[src/rtl/tmbg_pkg.sv]
`timescale 1ns / 1ps
// Shared types and constants for the trimmed-mean battery gauge.
package tmbg_pkg;

   // Configuration register indexes.
   localparam int CSR_INDEX_BITS = 2;
   localparam int CSR_DATA_BITS  = 12;
   localparam logic [CSR_INDEX_BITS-1:0] CSR_BATCH_SELECT = 2'd0;
   localparam logic [CSR_INDEX_BITS-1:0] CSR_ZERO_FLOOR   = 2'd1;
   localparam logic [CSR_INDEX_BITS-1:0] CSR_DEADBAND     = 2'd2;

   localparam int LEVEL_BITS = 12;
   localparam int CV_BITS    = 11;
   localparam int DIGIT_BITS = 4;

   localparam logic [LEVEL_BITS-1:0] ZERO_FLOOR_RESET = 12'd30;
   localparam logic [LEVEL_BITS-1:0] DEADBAND_RESET   = 12'd15;
   localparam logic [LEVEL_BITS-1:0] LEVEL_MAX        = 12'd4095;

   // Batch geometry of the alternate mode, and the trim of the full mode.
   localparam int ALT_BATCH   = 10;
   localparam int ALT_RANK_LO = 1;
   localparam int ALT_RANK_HI = 8;
   localparam int FULL_RANK_LO = 3;
   localparam int FULL_TRIM_HI = 4;
   localparam int ALT_MEAN_SHIFT = 3;

   // centivolts = floor(level * 48510 / (47 * 4096)).
   localparam int CV_NUM_BITS = 16;
   localparam logic [CV_NUM_BITS-1:0] CV_NUM = 16'd48510;
   localparam int SCALE_BITS = LEVEL_BITS + CV_NUM_BITS;
   localparam int QUOT_BITS  = SCALE_BITS - 12;
   // floor(q / 47) = (q * 89241) >> 22, exact for q below 182361.
   localparam int DIV47_BITS  = 17;
   localparam logic [DIV47_BITS-1:0] DIV47_RECIP = 17'd89241;
   localparam int DIV47_SHIFT = 22;

   // floor(cv / 100) = (cv * 1311) >> 17 and floor(cv / 10) = (cv * 1639) >> 14.
   localparam int DIV100_BITS  = 11;
   localparam logic [DIV100_BITS-1:0] DIV100_RECIP = 11'd1311;
   localparam int DIV100_SHIFT = 17;
   localparam int DIV10_BITS   = 11;
   localparam logic [DIV10_BITS-1:0] DIV10_RECIP = 11'd1639;
   localparam int DIV10_SHIFT  = 14;
   localparam int HUND_BITS    = 4;
   localparam int TENS_Q_BITS  = 7;

   typedef enum logic [2:0] {
      ST_COLLECT,
      ST_SUM,
      ST_MEAN,
      ST_LEVEL,
      ST_SCALE,
      ST_DIVIDE,
      ST_DIGIT,
      ST_HOLD
   } state_type;

   typedef struct packed {
      logic insert;
      logic sum_clear;
      logic sum_add;
      logic mean_load;
      logic level_load;
      logic scale_load;
      logic div_load;
      logic digit_load;
      logic out_load;
   } cmd_type;

endpackage

[src/rtl/tmbg_ctrl.sv]
`timescale 1ns / 1ps
// Controller: batch counting, rank walk and the sequencing of the datapath.
module tmbg_ctrl #(
   parameter int MAX_BATCH = 16,
   parameter int CNT_BITS  = 5,
   parameter int IDX_BITS  = 4
) (
   input  logic                  clock,
   input  logic                  reset,
   input  logic                  req_valid,
   output logic                  req_stall,
   output logic                  rsp_valid,
   input  logic                  rsp_stall,
   input  logic                  batch_select,
   output tmbg_pkg::cmd_type     cmd,
   output logic [IDX_BITS-1:0]   insert_pos,
   output logic [IDX_BITS-1:0]   rank
);
   import tmbg_pkg::*;

   state_type             state_ff, state_in;
   logic [CNT_BITS-1:0]   count_ff, count_in;
   logic [IDX_BITS-1:0]   rank_ff, rank_in;
   logic                  rsp_valid_ff, rsp_valid_in;

   logic [CNT_BITS-1:0]   batch_len;
   logic [CNT_BITS-1:0]   pos;
   logic                  last_sample;
   logic                  accept;
   logic                  out_free;
   logic [IDX_BITS-1:0]   rank_lo;
   logic [IDX_BITS-1:0]   rank_hi;

   assign batch_len = batch_select ? CNT_BITS'(ALT_BATCH) : CNT_BITS'(MAX_BATCH);
   assign rank_lo   = batch_select ? IDX_BITS'(ALT_RANK_LO) : IDX_BITS'(FULL_RANK_LO);
   assign rank_hi   = batch_select ? IDX_BITS'(ALT_RANK_HI)
                                   : IDX_BITS'(MAX_BATCH - FULL_TRIM_HI);

   // A mode change can leave the count at or past the new length; the
   // partial batch is then dropped and this request starts a new one.
   assign pos         = (count_ff >= batch_len) ? '0 : count_ff;
   assign last_sample = (pos + CNT_BITS'(1)) == batch_len;
   assign accept      = (state_ff == ST_COLLECT) && req_valid;
   assign out_free    = !rsp_valid_ff || !rsp_stall;

   assign insert_pos = pos[IDX_BITS-1:0];
   assign rank       = rank_ff;
   assign rsp_valid  = rsp_valid_ff;

   always_comb begin
      state_in = state_ff;
      case (state_ff)
         ST_COLLECT: begin
            if (accept && last_sample) state_in = ST_SUM;
         end
         ST_SUM: begin
            if (rank_ff == rank_hi) state_in = ST_MEAN;
         end
         ST_MEAN:   state_in = ST_LEVEL;
         ST_LEVEL:  state_in = ST_SCALE;
         ST_SCALE:  state_in = ST_DIVIDE;
         ST_DIVIDE: state_in = ST_DIGIT;
         ST_DIGIT:  state_in = ST_HOLD;
         ST_HOLD: begin
            if (out_free) state_in = ST_COLLECT;
         end
         default:   state_in = ST_COLLECT;
      endcase
   end

   always_comb begin
      cmd       = '0;
      req_stall = 1'b1;
      case (state_ff)
         ST_COLLECT: begin
            req_stall     = 1'b0;
            cmd.insert    = req_valid;
            cmd.sum_clear = accept && last_sample;
         end
         ST_SUM:    cmd.sum_add    = 1'b1;
         ST_MEAN:   cmd.mean_load  = 1'b1;
         ST_LEVEL:  cmd.level_load = 1'b1;
         ST_SCALE:  cmd.scale_load = 1'b1;
         ST_DIVIDE: cmd.div_load   = 1'b1;
         ST_DIGIT:  cmd.digit_load = 1'b1;
         ST_HOLD:   cmd.out_load   = out_free;
         default:   cmd            = '0;
      endcase
   end

   always_comb begin
      count_in = count_ff;
      if (accept) begin
         count_in = last_sample ? '0 : pos + CNT_BITS'(1);
      end
      rank_in = rank_ff;
      if (accept && last_sample) begin
         rank_in = rank_lo;
      end else if (state_ff == ST_SUM) begin
         rank_in = rank_ff + IDX_BITS'(1);
      end
      rsp_valid_in = rsp_valid_ff;
      if (cmd.out_load) begin
         rsp_valid_in = 1'b1;
      end else if (!rsp_stall) begin
         rsp_valid_in = 1'b0;
      end
   end

   always_ff @(posedge clock) begin
      if (reset) begin
         state_ff     <= ST_COLLECT;
         count_ff     <= '0;
         rank_ff      <= '0;
         rsp_valid_ff <= 1'b0;
      end else begin
         state_ff     <= state_in;
         count_ff     <= count_in;
         rank_ff      <= rank_in;
         rsp_valid_ff <= rsp_valid_in;
      end
   end

endmodule

[src/rtl/tmbg_dp.sv]
`timescale 1ns / 1ps
// Datapath: sorted sample file, trimmed sum, mean, zero floor, deadband, voltage scaling and decimal digits.
module tmbg_dp #(
   parameter int MAX_BATCH   = 16,
   parameter int SAMPLE_BITS = 12,
   parameter int IDX_BITS    = 4
) (
   input  logic                                clock,
   input  logic                                reset,
   input  tmbg_pkg::cmd_type                   cmd,
   input  logic [IDX_BITS-1:0]                 insert_pos,
   input  logic [IDX_BITS-1:0]                 rank,
   input  logic                                batch_select,
   input  logic [tmbg_pkg::LEVEL_BITS-1:0]     zero_floor,
   input  logic [tmbg_pkg::LEVEL_BITS-1:0]     deadband,
   input  logic [SAMPLE_BITS-1:0]              sample,
   output logic [tmbg_pkg::LEVEL_BITS-1:0]     level,
   output logic [tmbg_pkg::CV_BITS-1:0]        centivolts,
   output logic [tmbg_pkg::DIGIT_BITS-1:0]     digit_hundreds,
   output logic [tmbg_pkg::DIGIT_BITS-1:0]     digit_tens,
   output logic [tmbg_pkg::DIGIT_BITS-1:0]     digit_ones
);
   import tmbg_pkg::*;

   localparam int SUM_BITS   = SAMPLE_BITS + 4;
   localparam int FULL_DIV   = MAX_BATCH - FULL_TRIM_HI - FULL_RANK_LO + 1;
   localparam int RECIP_SHIFT = SUM_BITS + 4;
   localparam int RECIP_BITS = RECIP_SHIFT;
   localparam logic [RECIP_BITS-1:0] FULL_RECIP =
      RECIP_BITS'(((64'd1 << RECIP_SHIFT) + 64'(FULL_DIV) - 64'd1) / 64'(FULL_DIV));
   localparam int MEAN_PROD_BITS = SUM_BITS + RECIP_BITS;
   localparam int WIDE_BITS = (SAMPLE_BITS > LEVEL_BITS) ? SAMPLE_BITS : LEVEL_BITS;

   logic [SAMPLE_BITS-1:0]  sorted_ff [MAX_BATCH];
   logic [SAMPLE_BITS-1:0]  sorted_in [MAX_BATCH];
   logic [MAX_BATCH-1:0]    gt;
   logic [MAX_BATCH-1:0]    gt_prev;

   logic [SUM_BITS-1:0]     sum_ff, sum_in;
   logic [SAMPLE_BITS-1:0]  mean_ff, mean_in;
   logic [MEAN_PROD_BITS-1:0] mean_prod;
   logic [LEVEL_BITS-1:0]   prev_level_ff, prev_level_in;
   logic [QUOT_BITS-1:0]    quot_ff;
   logic [SCALE_BITS-1:0]   scale_prod;
   logic [CV_BITS-1:0]      cv_ff;
   logic [QUOT_BITS+DIV47_BITS-1:0] cv_prod;
   logic [HUND_BITS-1:0]    hund_q_ff;
   logic [TENS_Q_BITS-1:0]  tens_q_ff;
   logic [CV_BITS+DIV100_BITS-1:0] hund_prod;
   logic [CV_BITS+DIV10_BITS-1:0]  tens_prod;

   logic [WIDE_BITS-1:0]    mean_wide;
   logic [LEVEL_BITS-1:0]   lvl_sat;
   logic [LEVEL_BITS-1:0]   lvl_floor;
   logic [LEVEL_BITS-1:0]   lvl_diff;

   logic [LEVEL_BITS-1:0]   level_ff;
   logic [CV_BITS-1:0]      centivolts_ff;
   logic [DIGIT_BITS-1:0]   hundreds_ff, tens_ff, ones_ff;
   logic [HUND_BITS-1:0]    hund_wrap;
   logic [TENS_Q_BITS-1:0]  tens_full;
   logic [CV_BITS-1:0]      ones_full;

   // Insertion into the sorted file: every entry at or below the insert
   // position either keeps its value, takes its lower neighbor, or takes
   // the new sample, so the file stays in ascending order.
   always_comb begin
      for (int i = 0; i < MAX_BATCH; i++) begin
         gt[i] = sorted_ff[i] > sample;
      end
      gt_prev = {gt[MAX_BATCH-2:0], 1'b0};
      for (int i = 0; i < MAX_BATCH; i++) begin
         sorted_in[i] = sorted_ff[i];
         if (IDX_BITS'(i) <= insert_pos) begin
            if (IDX_BITS'(i) != insert_pos && !gt[i]) begin
               sorted_in[i] = sorted_ff[i];
            end else if (gt_prev[i]) begin
               sorted_in[i] = sorted_ff[(i > 0) ? i - 1 : 0];
            end else begin
               sorted_in[i] = sample;
            end
         end
      end
   end

   always_ff @(posedge clock) begin
      if (cmd.insert) begin
         for (int i = 0; i < MAX_BATCH; i++) begin
            sorted_ff[i] <= sorted_in[i];
         end
      end
   end

   // Trimmed sum, one rank per cycle.
   assign sum_in = cmd.sum_clear ? '0 : sum_ff + SUM_BITS'(sorted_ff[rank]);

   always_ff @(posedge clock) begin
      if (cmd.sum_clear || cmd.sum_add) begin
         sum_ff <= sum_in;
      end
   end

   // Mean: shift for eight ranks, reciprocal multiply otherwise.
   assign mean_prod = MEAN_PROD_BITS'(sum_ff) * MEAN_PROD_BITS'(FULL_RECIP);
   assign mean_in = batch_select ? SAMPLE_BITS'(sum_ff >> ALT_MEAN_SHIFT)
                                 : SAMPLE_BITS'(mean_prod >> RECIP_SHIFT);

   always_ff @(posedge clock) begin
      if (cmd.mean_load) begin
         mean_ff <= mean_in;
      end
   end

   // Saturate, apply the zero floor, then the deadband against the last level.
   always_comb begin
      mean_wide = WIDE_BITS'(mean_ff);
      lvl_sat   = (mean_wide > WIDE_BITS'(LEVEL_MAX)) ? LEVEL_MAX
                                                      : LEVEL_BITS'(mean_wide);
      lvl_floor = (lvl_sat < zero_floor) ? '0 : lvl_sat;
      lvl_diff  = (lvl_floor > prev_level_ff) ? lvl_floor - prev_level_ff
                                              : prev_level_ff - lvl_floor;
      prev_level_in = (lvl_diff < deadband) ? prev_level_ff : lvl_floor;
   end

   always_ff @(posedge clock) begin
      if (reset) begin
         prev_level_ff <= '0;
      end else if (cmd.level_load) begin
         prev_level_ff <= prev_level_in;
      end
   end

   // Voltage scaling: multiply by 48510, drop 12 bits, then divide by 47.
   assign scale_prod = SCALE_BITS'(prev_level_ff) * SCALE_BITS'(CV_NUM);
   assign cv_prod    = (QUOT_BITS + DIV47_BITS)'(quot_ff)
                     * (QUOT_BITS + DIV47_BITS)'(DIV47_RECIP);
   assign hund_prod  = (CV_BITS + DIV100_BITS)'(cv_ff)
                     * (CV_BITS + DIV100_BITS)'(DIV100_RECIP);
   assign tens_prod  = (CV_BITS + DIV10_BITS)'(cv_ff)
                     * (CV_BITS + DIV10_BITS)'(DIV10_RECIP);

   always_ff @(posedge clock) begin
      if (cmd.scale_load) begin
         quot_ff <= scale_prod[SCALE_BITS-1 -: QUOT_BITS];
      end
      if (cmd.div_load) begin
         cv_ff <= CV_BITS'(cv_prod >> DIV47_SHIFT);
      end
      if (cmd.digit_load) begin
         hund_q_ff <= HUND_BITS'(hund_prod >> DIV100_SHIFT);
         tens_q_ff <= TENS_Q_BITS'(tens_prod >> DIV10_SHIFT);
      end
   end

   // Decimal digits: cv/10 divided by ten is cv/100, so only times-ten
   // products remain here.
   always_comb begin
      hund_wrap = (hund_q_ff >= HUND_BITS'(10)) ? hund_q_ff - HUND_BITS'(10) : hund_q_ff;
      tens_full = tens_q_ff - ((TENS_Q_BITS'(hund_q_ff) << 3) + (TENS_Q_BITS'(hund_q_ff) << 1));
      ones_full = cv_ff - ((CV_BITS'(tens_q_ff) << 3) + (CV_BITS'(tens_q_ff) << 1));
   end

   always_ff @(posedge clock) begin
      if (cmd.out_load) begin
         level_ff      <= prev_level_ff;
         centivolts_ff <= cv_ff;
         hundreds_ff   <= DIGIT_BITS'(hund_wrap);
         tens_ff       <= tens_full[DIGIT_BITS-1:0];
         ones_ff       <= ones_full[DIGIT_BITS-1:0];
      end
   end

   assign level          = level_ff;
   assign centivolts     = centivolts_ff;
   assign digit_hundreds = hundreds_ff;
   assign digit_tens     = tens_ff;
   assign digit_ones     = ones_ff;

endmodule

[src/rtl/trimmed_mean_battery_gauge_top.sv]
`timescale 1ns / 1ps
// Top level of the trimmed-mean battery gauge: configuration registers and wiring.
//
// Each request carries one ADC sample. Samples are inserted into an ascending
// register file as they arrive, one per cycle with no stall. The request that
// completes a batch (MAX_BATCH samples, or 10 when batch_select is set) holds
// the request channel for a walk over the middle ranks, one rank per cycle,
// followed by the mean, floor and deadband, scaling, division and decimal digit
// steps, and by a hold step that also waits while rsp_stall keeps the response
// register full. One response is produced per completed batch, and the response
// register lets a new batch be collected while that response waits. The sample
// file needs no clearing after reset; only entries written in the current batch
// are read.
module trimmed_mean_battery_gauge_top #(
   parameter int MAX_BATCH   = 16,
   parameter int SAMPLE_BITS = 12
) (
   input  logic                                   clock,
   input  logic                                   reset,
   input  logic                                   req_valid,
   output logic                                   req_stall,
   input  logic [SAMPLE_BITS-1:0]                 req_sample,
   output logic                                   rsp_valid,
   input  logic                                   rsp_stall,
   output logic [tmbg_pkg::LEVEL_BITS-1:0]        rsp_level,
   output logic [tmbg_pkg::CV_BITS-1:0]           rsp_centivolts,
   output logic [tmbg_pkg::DIGIT_BITS-1:0]        rsp_digit_hundreds,
   output logic [tmbg_pkg::DIGIT_BITS-1:0]        rsp_digit_tens,
   output logic [tmbg_pkg::DIGIT_BITS-1:0]        rsp_digit_ones,
   input  logic                                   csr_write_enable,
   input  logic [tmbg_pkg::CSR_INDEX_BITS-1:0]    csr_index,
   input  logic [tmbg_pkg::CSR_DATA_BITS-1:0]     csr_data
);
   import tmbg_pkg::*;

   localparam int CNT_BITS = $clog2(MAX_BATCH + 1);
   localparam int IDX_BITS = $clog2(MAX_BATCH);

   logic                   batch_select_ff, batch_select_in;
   logic [LEVEL_BITS-1:0]  zero_floor_ff, zero_floor_in;
   logic [LEVEL_BITS-1:0]  deadband_ff, deadband_in;

   cmd_type                cmd;
   logic [IDX_BITS-1:0]    insert_pos;
   logic [IDX_BITS-1:0]    rank;

   always_comb begin
      batch_select_in = batch_select_ff;
      zero_floor_in   = zero_floor_ff;
      deadband_in     = deadband_ff;
      if (csr_write_enable) begin
         case (csr_index)
            CSR_BATCH_SELECT: batch_select_in = csr_data[0];
            CSR_ZERO_FLOOR:   zero_floor_in   = csr_data[LEVEL_BITS-1:0];
            CSR_DEADBAND:     deadband_in     = csr_data[LEVEL_BITS-1:0];
            default:          batch_select_in = batch_select_ff;
         endcase
      end
   end

   always_ff @(posedge clock) begin
      if (reset) begin
         batch_select_ff <= 1'b0;
         zero_floor_ff   <= ZERO_FLOOR_RESET;
         deadband_ff     <= DEADBAND_RESET;
      end else begin
         batch_select_ff <= batch_select_in;
         zero_floor_ff   <= zero_floor_in;
         deadband_ff     <= deadband_in;
      end
   end

   tmbg_ctrl #(
      .MAX_BATCH (MAX_BATCH),
      .CNT_BITS  (CNT_BITS),
      .IDX_BITS  (IDX_BITS)
   ) u_ctrl (
      .clock        (clock),
      .reset        (reset),
      .req_valid    (req_valid),
      .req_stall    (req_stall),
      .rsp_valid    (rsp_valid),
      .rsp_stall    (rsp_stall),
      .batch_select (batch_select_ff),
      .cmd          (cmd),
      .insert_pos   (insert_pos),
      .rank         (rank)
   );

   tmbg_dp #(
      .MAX_BATCH   (MAX_BATCH),
      .SAMPLE_BITS (SAMPLE_BITS),
      .IDX_BITS    (IDX_BITS)
   ) u_dp (
      .clock          (clock),
      .reset          (reset),
      .cmd            (cmd),
      .insert_pos     (insert_pos),
      .rank           (rank),
      .batch_select   (batch_select_ff),
      .zero_floor     (zero_floor_ff),
      .deadband       (deadband_ff),
      .sample         (req_sample),
      .level          (rsp_level),
      .centivolts     (rsp_centivolts),
      .digit_hundreds (rsp_digit_hundreds),
      .digit_tens     (rsp_digit_tens),
      .digit_ones     (rsp_digit_ones)
   );

endmodule
[config.mk]
export PLATFORM = sky130hd
export DESIGN_NAME = trimmed_mean_battery_gauge_top
export DESIGN_NICKNAME = d
export VERILOG_FILES = /design/src/rtl/tmbg_pkg.sv /design/src/rtl/tmbg_ctrl.sv /design/src/rtl/tmbg_dp.sv /design/src/rtl/trimmed_mean_battery_gauge_top.sv
export SDC_FILE = /design/constraint.sdc
export NUM_CORES = 2
export LEC_CHECK = 0
export BUFFER_PORTS_ARGS = -buffer_cell sky130_fd_sc_hd__buf_2
export CAP_MARGIN = 25
export CORE_MARGIN = 1
export CORE_UTILIZATION = 66
export CTS_CLUSTER_DIAMETER = 100
export CTS_CLUSTER_SIZE = 20
export DETAILED_ROUTE_END_ITERATION = 8
export HOLD_SLACK_MARGIN = 0.08
export PLACE_DENSITY = 0.83
export SYNTH_ARGS = -nofsm -noshare
export SYNTH_HDL_FRONTEND = slang
export SYNTH_SLANG_ARGS = --single-unit
[constraint.sdc]
create_clock -name clock -period 7 [get_ports clock]
set_input_delay 0.35 -clock clock [delete_from_list [all_inputs] [get_ports clock]]
set_output_delay 0.35 -clock clock [all_outputs]
set_load 0.05 [all_outputs]
# Yosys cells after proc, flatten, opt, wreduce, memory -nomap -nowiden
# Memory sizes are Yosys's and may differ from the RTL's. A register that Yosys moved wholly into a read port is not among the register bits.
# Cells that the tools add are included.
dict set report word_totals {
  ff_bits 148
  ram_bits 192
  n_memories 1
}
dict set report classes {
  add_sub_neg 10
  mul 5
  order_cmp 38
  n_eq_ne 30
  n_mux 78
  n_bitwise 1
  n_reduce_logical 47
}
# memory depth word_bits rd rd_clocked_by_memory_dff write_ports line_no
set mem_list {}
lappend mem_list {u_dp.sorted_ff 16 12 17 1 16 tmbg_dp.sv:34} ;# logic [SAMPLE_BITS-1:0] sorted_ff [MAX_BATCH];
# op count
set ops {}
lappend ops {{$mux W12} 51}
lappend ops {{$gt A12 B12 Y1} 17}
lappend ops {{$mul A16 B17 Y33 const B} 1}
lappend ops {{$le A4 B4 Y1 const A} 8}
lappend ops {{$ne A4 B4 Y1 const A} 8}
lappend ops {{$mul A16 B16 Y31 const B} 1}
lappend ops {{$mul A12 B15 Y27 const B} 1}
lappend ops {{$lt A12 B12 Y1} 2}
lappend ops {{$pmux W3 S8} 1}
lappend ops {{$sub A12 B12 Y12} 2}
lappend ops {{$mul A11 B11 Y21 const B} 1}
lappend ops {{$mux W4} 5}
lappend ops {{$logic_and A1 B1 Y1} 18}
lappend ops {{$logic_not A1 Y1} 18}
lappend ops {{$mul A11 B11 Y18 const B} 1}
lappend ops {{$add A16 B12 Y16} 1}
lappend ops {{$le A3 B4 Y1 const A} 4}
lappend ops {{$ne A3 B4 Y1 const A} 4}
lappend ops {{$mux W5} 3}
lappend ops {{$eq A3 B3 Y1 const B} 4}
lappend ops {{$gt A12 B12 Y1 const B} 1}
lappend ops {{$mux W1} 12}
lappend ops {{$mux W3} 4}
lappend ops {{$add A4 B4 Y4} 2}
lappend ops {{other kinds (27)} 39}

# Longest topological paths before layout
dict set report logic_depth {
  depth_word 9
  mapped_depth 31
  ltp_nobuf 28
}

# Modules after synthesis
# Synthesis repeated with hierarchy kept, for this count alone.
dict set report hier_totals {
  cells_unflattened 3366
  area_unflattened_um2 37143.1
}
# mod n_inst cells_per_inst area_per_inst_um2 seq_area_each_um2
set by_module_without_submodules {}
lappend by_module_without_submodules {tmbg_dp 1 3137 35112.4 8948.6}
lappend by_module_without_submodules {trimmed_mean_battery_gauge_top 1 100 1039.7 500.5}
lappend by_module_without_submodules {tmbg_ctrl 1 129 991.0 260.2}

# Worst setup path after synthesis
# No wires, ideal clock.
dict set report synth_timing {
  path_type {reg-to-reg}
  start {register u_dp.mean_ff[1]}
  end {register u_dp.prev_level_ff[1]}
  t_arrival_ps 6035
  path_slack_ps 894
  stages_incl_launch_ff 30
  synth_period_minus_slack_ps 6106
  cell_sequence {edfxtp_1 > ha_1 > a21o_1 > a21o_1 > a21oi_1 > o21ai_0 > a2111oi_0 > o21bai_1 > clkbuf_1 > nand2_1 > ha_1 > buf_6 > a21o_1 > a211oi_2 > nand4b_2 > and2_1 > buf_6 > mux2_4 > a211o_1 > a211oi_2 > a211oi_1 > xor2_1 > ha_1 > a2111o_1 > o221ai_1 > a21oi_1 > o31ai_1 > clkbuf_1 > nand2_1 > a21oi_1}
}
dict set report synth_via {
  elab_chain_cells 9
  elab_cells_between_ends 11
  cone_classes {add/sub: 2; order compare: 4; mux: 3; bitwise: 1; reduce/logical: 1}
}
# item line_no
set synth_rtl {}
lappend synth_rtl {{start, declared} tmbg_dp.sv:40} ;# logic [SAMPLE_BITS-1:0] mean_ff, mean_in;
lappend synth_rtl {{start signal, assigned} tmbg_dp.sv:110} ;# mean_ff <= mean_in;
lappend synth_rtl {{$gt A12 B12 Y1} tmbg_dp.sv:117} ;# lvl_sat = (mean_wide > WIDE_BITS'(LEVEL_MAX)) ? LEVEL_MAX
lappend synth_rtl {{$mux W12 *} tmbg_dp.sv:117}
lappend synth_rtl {{$lt A12 B12 Y1} tmbg_dp.sv:119} ;# lvl_floor = (lvl_sat < zero_floor) ? '0 : lvl_sat;
lappend synth_rtl {{$mux W12 *} tmbg_dp.sv:119}
lappend synth_rtl {{$sub A12 B12 Y12 (tied with other cells)} tmbg_dp.sv:121} ;# : prev_level_ff - lvl_floor;
lappend synth_rtl {{$mux W12} tmbg_dp.sv:120} ;# lvl_diff = (lvl_floor > prev_level_ff) ? lvl_floor - prev_level_ff
lappend synth_rtl {{$lt A12 B12 Y1} tmbg_dp.sv:122} ;# prev_level_in = (lvl_diff < deadband) ? prev_level_ff : lvl_floor;
lappend synth_rtl {{$not A1 Y1 (no line)} --}
lappend synth_rtl {{$reduce_and A2 Y1 (no line)} --}
lappend synth_rtl {{end signal, assigned} tmbg_dp.sv:129} ;# prev_level_ff <= prev_level_in;
lappend synth_rtl {{end, declared} tmbg_dp.sv:42} ;# logic [LEVEL_BITS-1:0] prev_level_ff, prev_level_in;
# Mark *: on every way between the ends. The rest lies on a longest branch, timed or not.
# A chain may end at the register's enable or synchronous reset.

# Final worst setup path
dict set report layout_timing {
  start {register u_dp.mean_ff[1]}
  end {register u_dp.prev_level_ff[2]}
}
# Same word-level chain as after synthesis.

==> qor.yml <==
sta:
  relSlewSlack: 0.278
  period_needed_ns: 6.59
  worstMarginPinSlew_ns: 1.08
  setup_slack_ns: 0.414
  setup_violations: 0
  finalMaxSlewViolations: 0
  setup_tns_ns: 0
  rsz0062_at_grt: "false"
  fin_skew_ns: 0.0293
  min_period_over_period: 0.941
  hold_viol: 0
  fmax_ghz: 0.152
floorplanning:
  die_h_microns: 239
  rows: 86
  ios: 68
  start_util: 0.669
  coreArea_sq_mm: 0.0552
  die_w_microns: 239
  die-area_sq_mm: 0.0569
pwr:
  cellPowerDensity_mw_per_mm2: 105
  p_leak_nw: 18.6
  seqPwrFrac: 0.547
  p_clk_frac: 0.332
  ir_worst_vdd_mv: 0.176
  switching_power_w: 0.00107
  p_sw_frac: 0.259
  p_int_w: 0.00306
  p_comb_frac: 0.121
clock_network:
  clock-root-buffer: "clkbuf_16"
  clock_latency_ns: 0.59
  cts_tree: "yes"
  cts_setup_buffers: 0
  cts_sinks: 344
  htree_levels: 1
  clock_path_buffers: 3
  cts_inserted_buffers: 22
  path_clk_slew_ns: 0.09
worst_hold_path:
  hp-class: "primary input to register"
grt:
  grt_pass1_wl_microns: 143000
  grt_max_degree: 51
  grt_pass1_vias: 27503
  antenna_found_initial: 1
  gr-total-overflow: 0
  grt_usage: 0.319
placement:
  globalplace.congestion: 0.950
  dp.final_hpwl_microns: 68800
  port-buffer-count: 67
  pre_cts_slack_ns: 0.363
synth:
  ys_async_sr_fraction: 0
  avgSynthCellArea_sq_um: 10.5
  yosysTopAreaCell: "ha_1"
  yosys_warnings: 0
  synth.distinct_cells: 78
  synth_fp_nets: 4567
  synth_edf_count: 290
  synthFlopType: "edfxtp_1"
  yosysMostFrequentCell: "ha_1"
  synthCells: 3519
  synth_commonest_cells: "708 x ha_1, 633 x inv_1, 309 x fa_1"
  synth_seq_cells: 344
  ys_top_cells_by_area: "ha_1 24%, edfxtp_1 24%, fa_1 17%, inv_1 6.4%, mux4_2 3.7%"
  syn_area_sq_mm: 0.0370
  netlist.area_leader.share: 0.240
  ys_seq_area_frac: 0.265
worst_setup_path:
  cp_data_required_time_ns: 7.40
  cp.arrival_ns: 6.99
  worstSetupStartpointType: "register"
  worstSetupPathType: "register to register"
  critPathMaxFanout: 13
  crit_path_end_kind: "register"
drt:
  first_iter_violations: 2172
  first_pass_iters: 5
  wl_per_cell_microns: 20.2
  via_per_inst: 6.13
  ant_nets: 0
  vias: 26743
  finalWirelength_microns: 88000
  drc: 0
layout:
  layout-drive-gt1-share: 0.0750
  antenna_cells: 0
  nFillCells: 3886
  fin_nets: 4645
  area.growth.synth_to_final_pct: 6.15
run_status:
  status: "finished clean"
flow_run:
  drv_cap: 0
-- cells by family after synthesis --
group	share of synthesized area
xor gates and xnor gates	0.0216
buffers and inverters	0.0742
AOI/OAI and AO/OA	0.0991
adders and majority gates	0.407
DFF	0.265
muxes	0.0513
and+or+nand+nor	0.0818
-- worst paths after layout --
path	from	end	slack (ns)	depth (start not counted)
setup / recovery	u_dp.mean_ff[1]$_DFFE_PP_	u_dp.prev_level_ff[2]$_SDFFE_PP0P_	0.41	25
hold / removal	rsp_stall	u_ctrl.rsp_valid$_SDFFE_PP0P_	0.15	3
setup reg to reg	u_dp.mean_ff[1]$_DFFE_PP_	u_dp.prev_level_ff[2]$_SDFFE_PP0P_	0.41	25
hold reg to reg	deadband_ff[4]$_SDFFE_PP0P_	deadband_ff[4]$_SDFFE_PP0P_	0.46	2
-- cell usage in the layout (no fill, tap or decap), drive strengths merged, types with 96 or more instances in the layout --
cell	instances
a21o	96
a21oi	140
buf	119
edfxtp	290
fa	309
ha	708
inv	636
nand2	265
nor2	109
o21ai	221
-- critical path, cell delays in order (launching register included) --
cell and delay, ns:
edfxtp_1 0.43, ha_1 0.32, a21o_1 0.15, a21o_1 0.17, a21oi_1 0.12, o21ai_0 0.11
a2111oi_1 0.53, o21bai_2 0.29, nand2_1 0.18, ha_1 0.34, a21o_1 0.23, a211oi_2 0.32
nand4b_2 0.23, and2_2 0.31, mux2_4 0.34, a211o_1 0.26, a211oi_2 0.19, a211oi_1 0.08
xor2_1 0.15, ha_1 0.30, a2111o_1 0.38, o221ai_1 0.17, a21oi_1 0.12, o31a_1 0.43
nand3_1 0.16, a21oi_1 0.07
-- metal layers --
metal | GRT usage | share of wire | up-vias
met5 | 0 | 0.00015 | -
met3 | 0.0395 | 0.068 | 250
met2 | 0.539 | 0.49 | 1102
met4 | 0.135 | 0.046 | 2
met1 | 0.415 | 0.40 | 13112
li1 | - | - | 12277
-- registers in the layout (all words and copies together), names as in the netlist, 5 cells and up, named ones only --
signal,count
u_dp.sorted_ff,192
u_dp.quot_ff,16
u_dp.sum_ff,16
deadband_ff,12
u_dp.level,12
u_dp.mean_ff,12
u_dp.prev_level_ff,12
zero_floor_ff,12
u_dp.centivolts,11
u_dp.cv_ff,11
u_ctrl.count_ff,5
-- cell type report --
class                   count  area (sq um)  share of cell area
clock buffers              36           613              0.0156
multi-input cells        2452         24500               0.623
clock inverters             4          56.3             0.00144
repair buffers            143           993              0.0253
well taps                 748           936              0.0239
inverters                 634          2380              0.0607
flip-flops and latches    344          9790               0.250
-- power by group through the flow --
stage / combinational [W] / clock (W) / sequential [W]
2_1_floorplan: 0.000340 / 0 / 0.00230
3_3_place_gp: 0.000453 / 0 / 0.00231
3_5_place_dp: 0.000475 / 0 / 0.00231
4_1_cts: 0.000488 / 0.00138 / 0.00226
5_1_grt: 0.000555 / 0.00144 / 0.00226
6_report: 0.000499 / 0.00138 / 0.00226
-- per-stage QoR --
stage / total power [W] / std cells / util / hold slack (ns) / cell area (sq um)
after floorplan: 0.00264 / 3519 / - / 0.436 / 37000
after global placement: 0.00276 / 4288 / 0.693 / 0.444 / 38200
after detailed placement: 0.00278 / 4293 / 0.693 / 0.448 / 38300
after CTS: 0.00413 / 4356 / 0.710 / 0.124 / 39200
after global routing: 0.00426 / 4361 / 0.711 / 0.162 / 39200
final: 0.00414 / 4361 / 0.711 / 0.148 / 39200
-- repair_timing --
action	CTS	global route
hold buffers	23	0
gates resized for setup	0	3
hold endpoints to repair	35	0
setup endpoints to repair	0	12
Power figures use the tool's default switching activity.
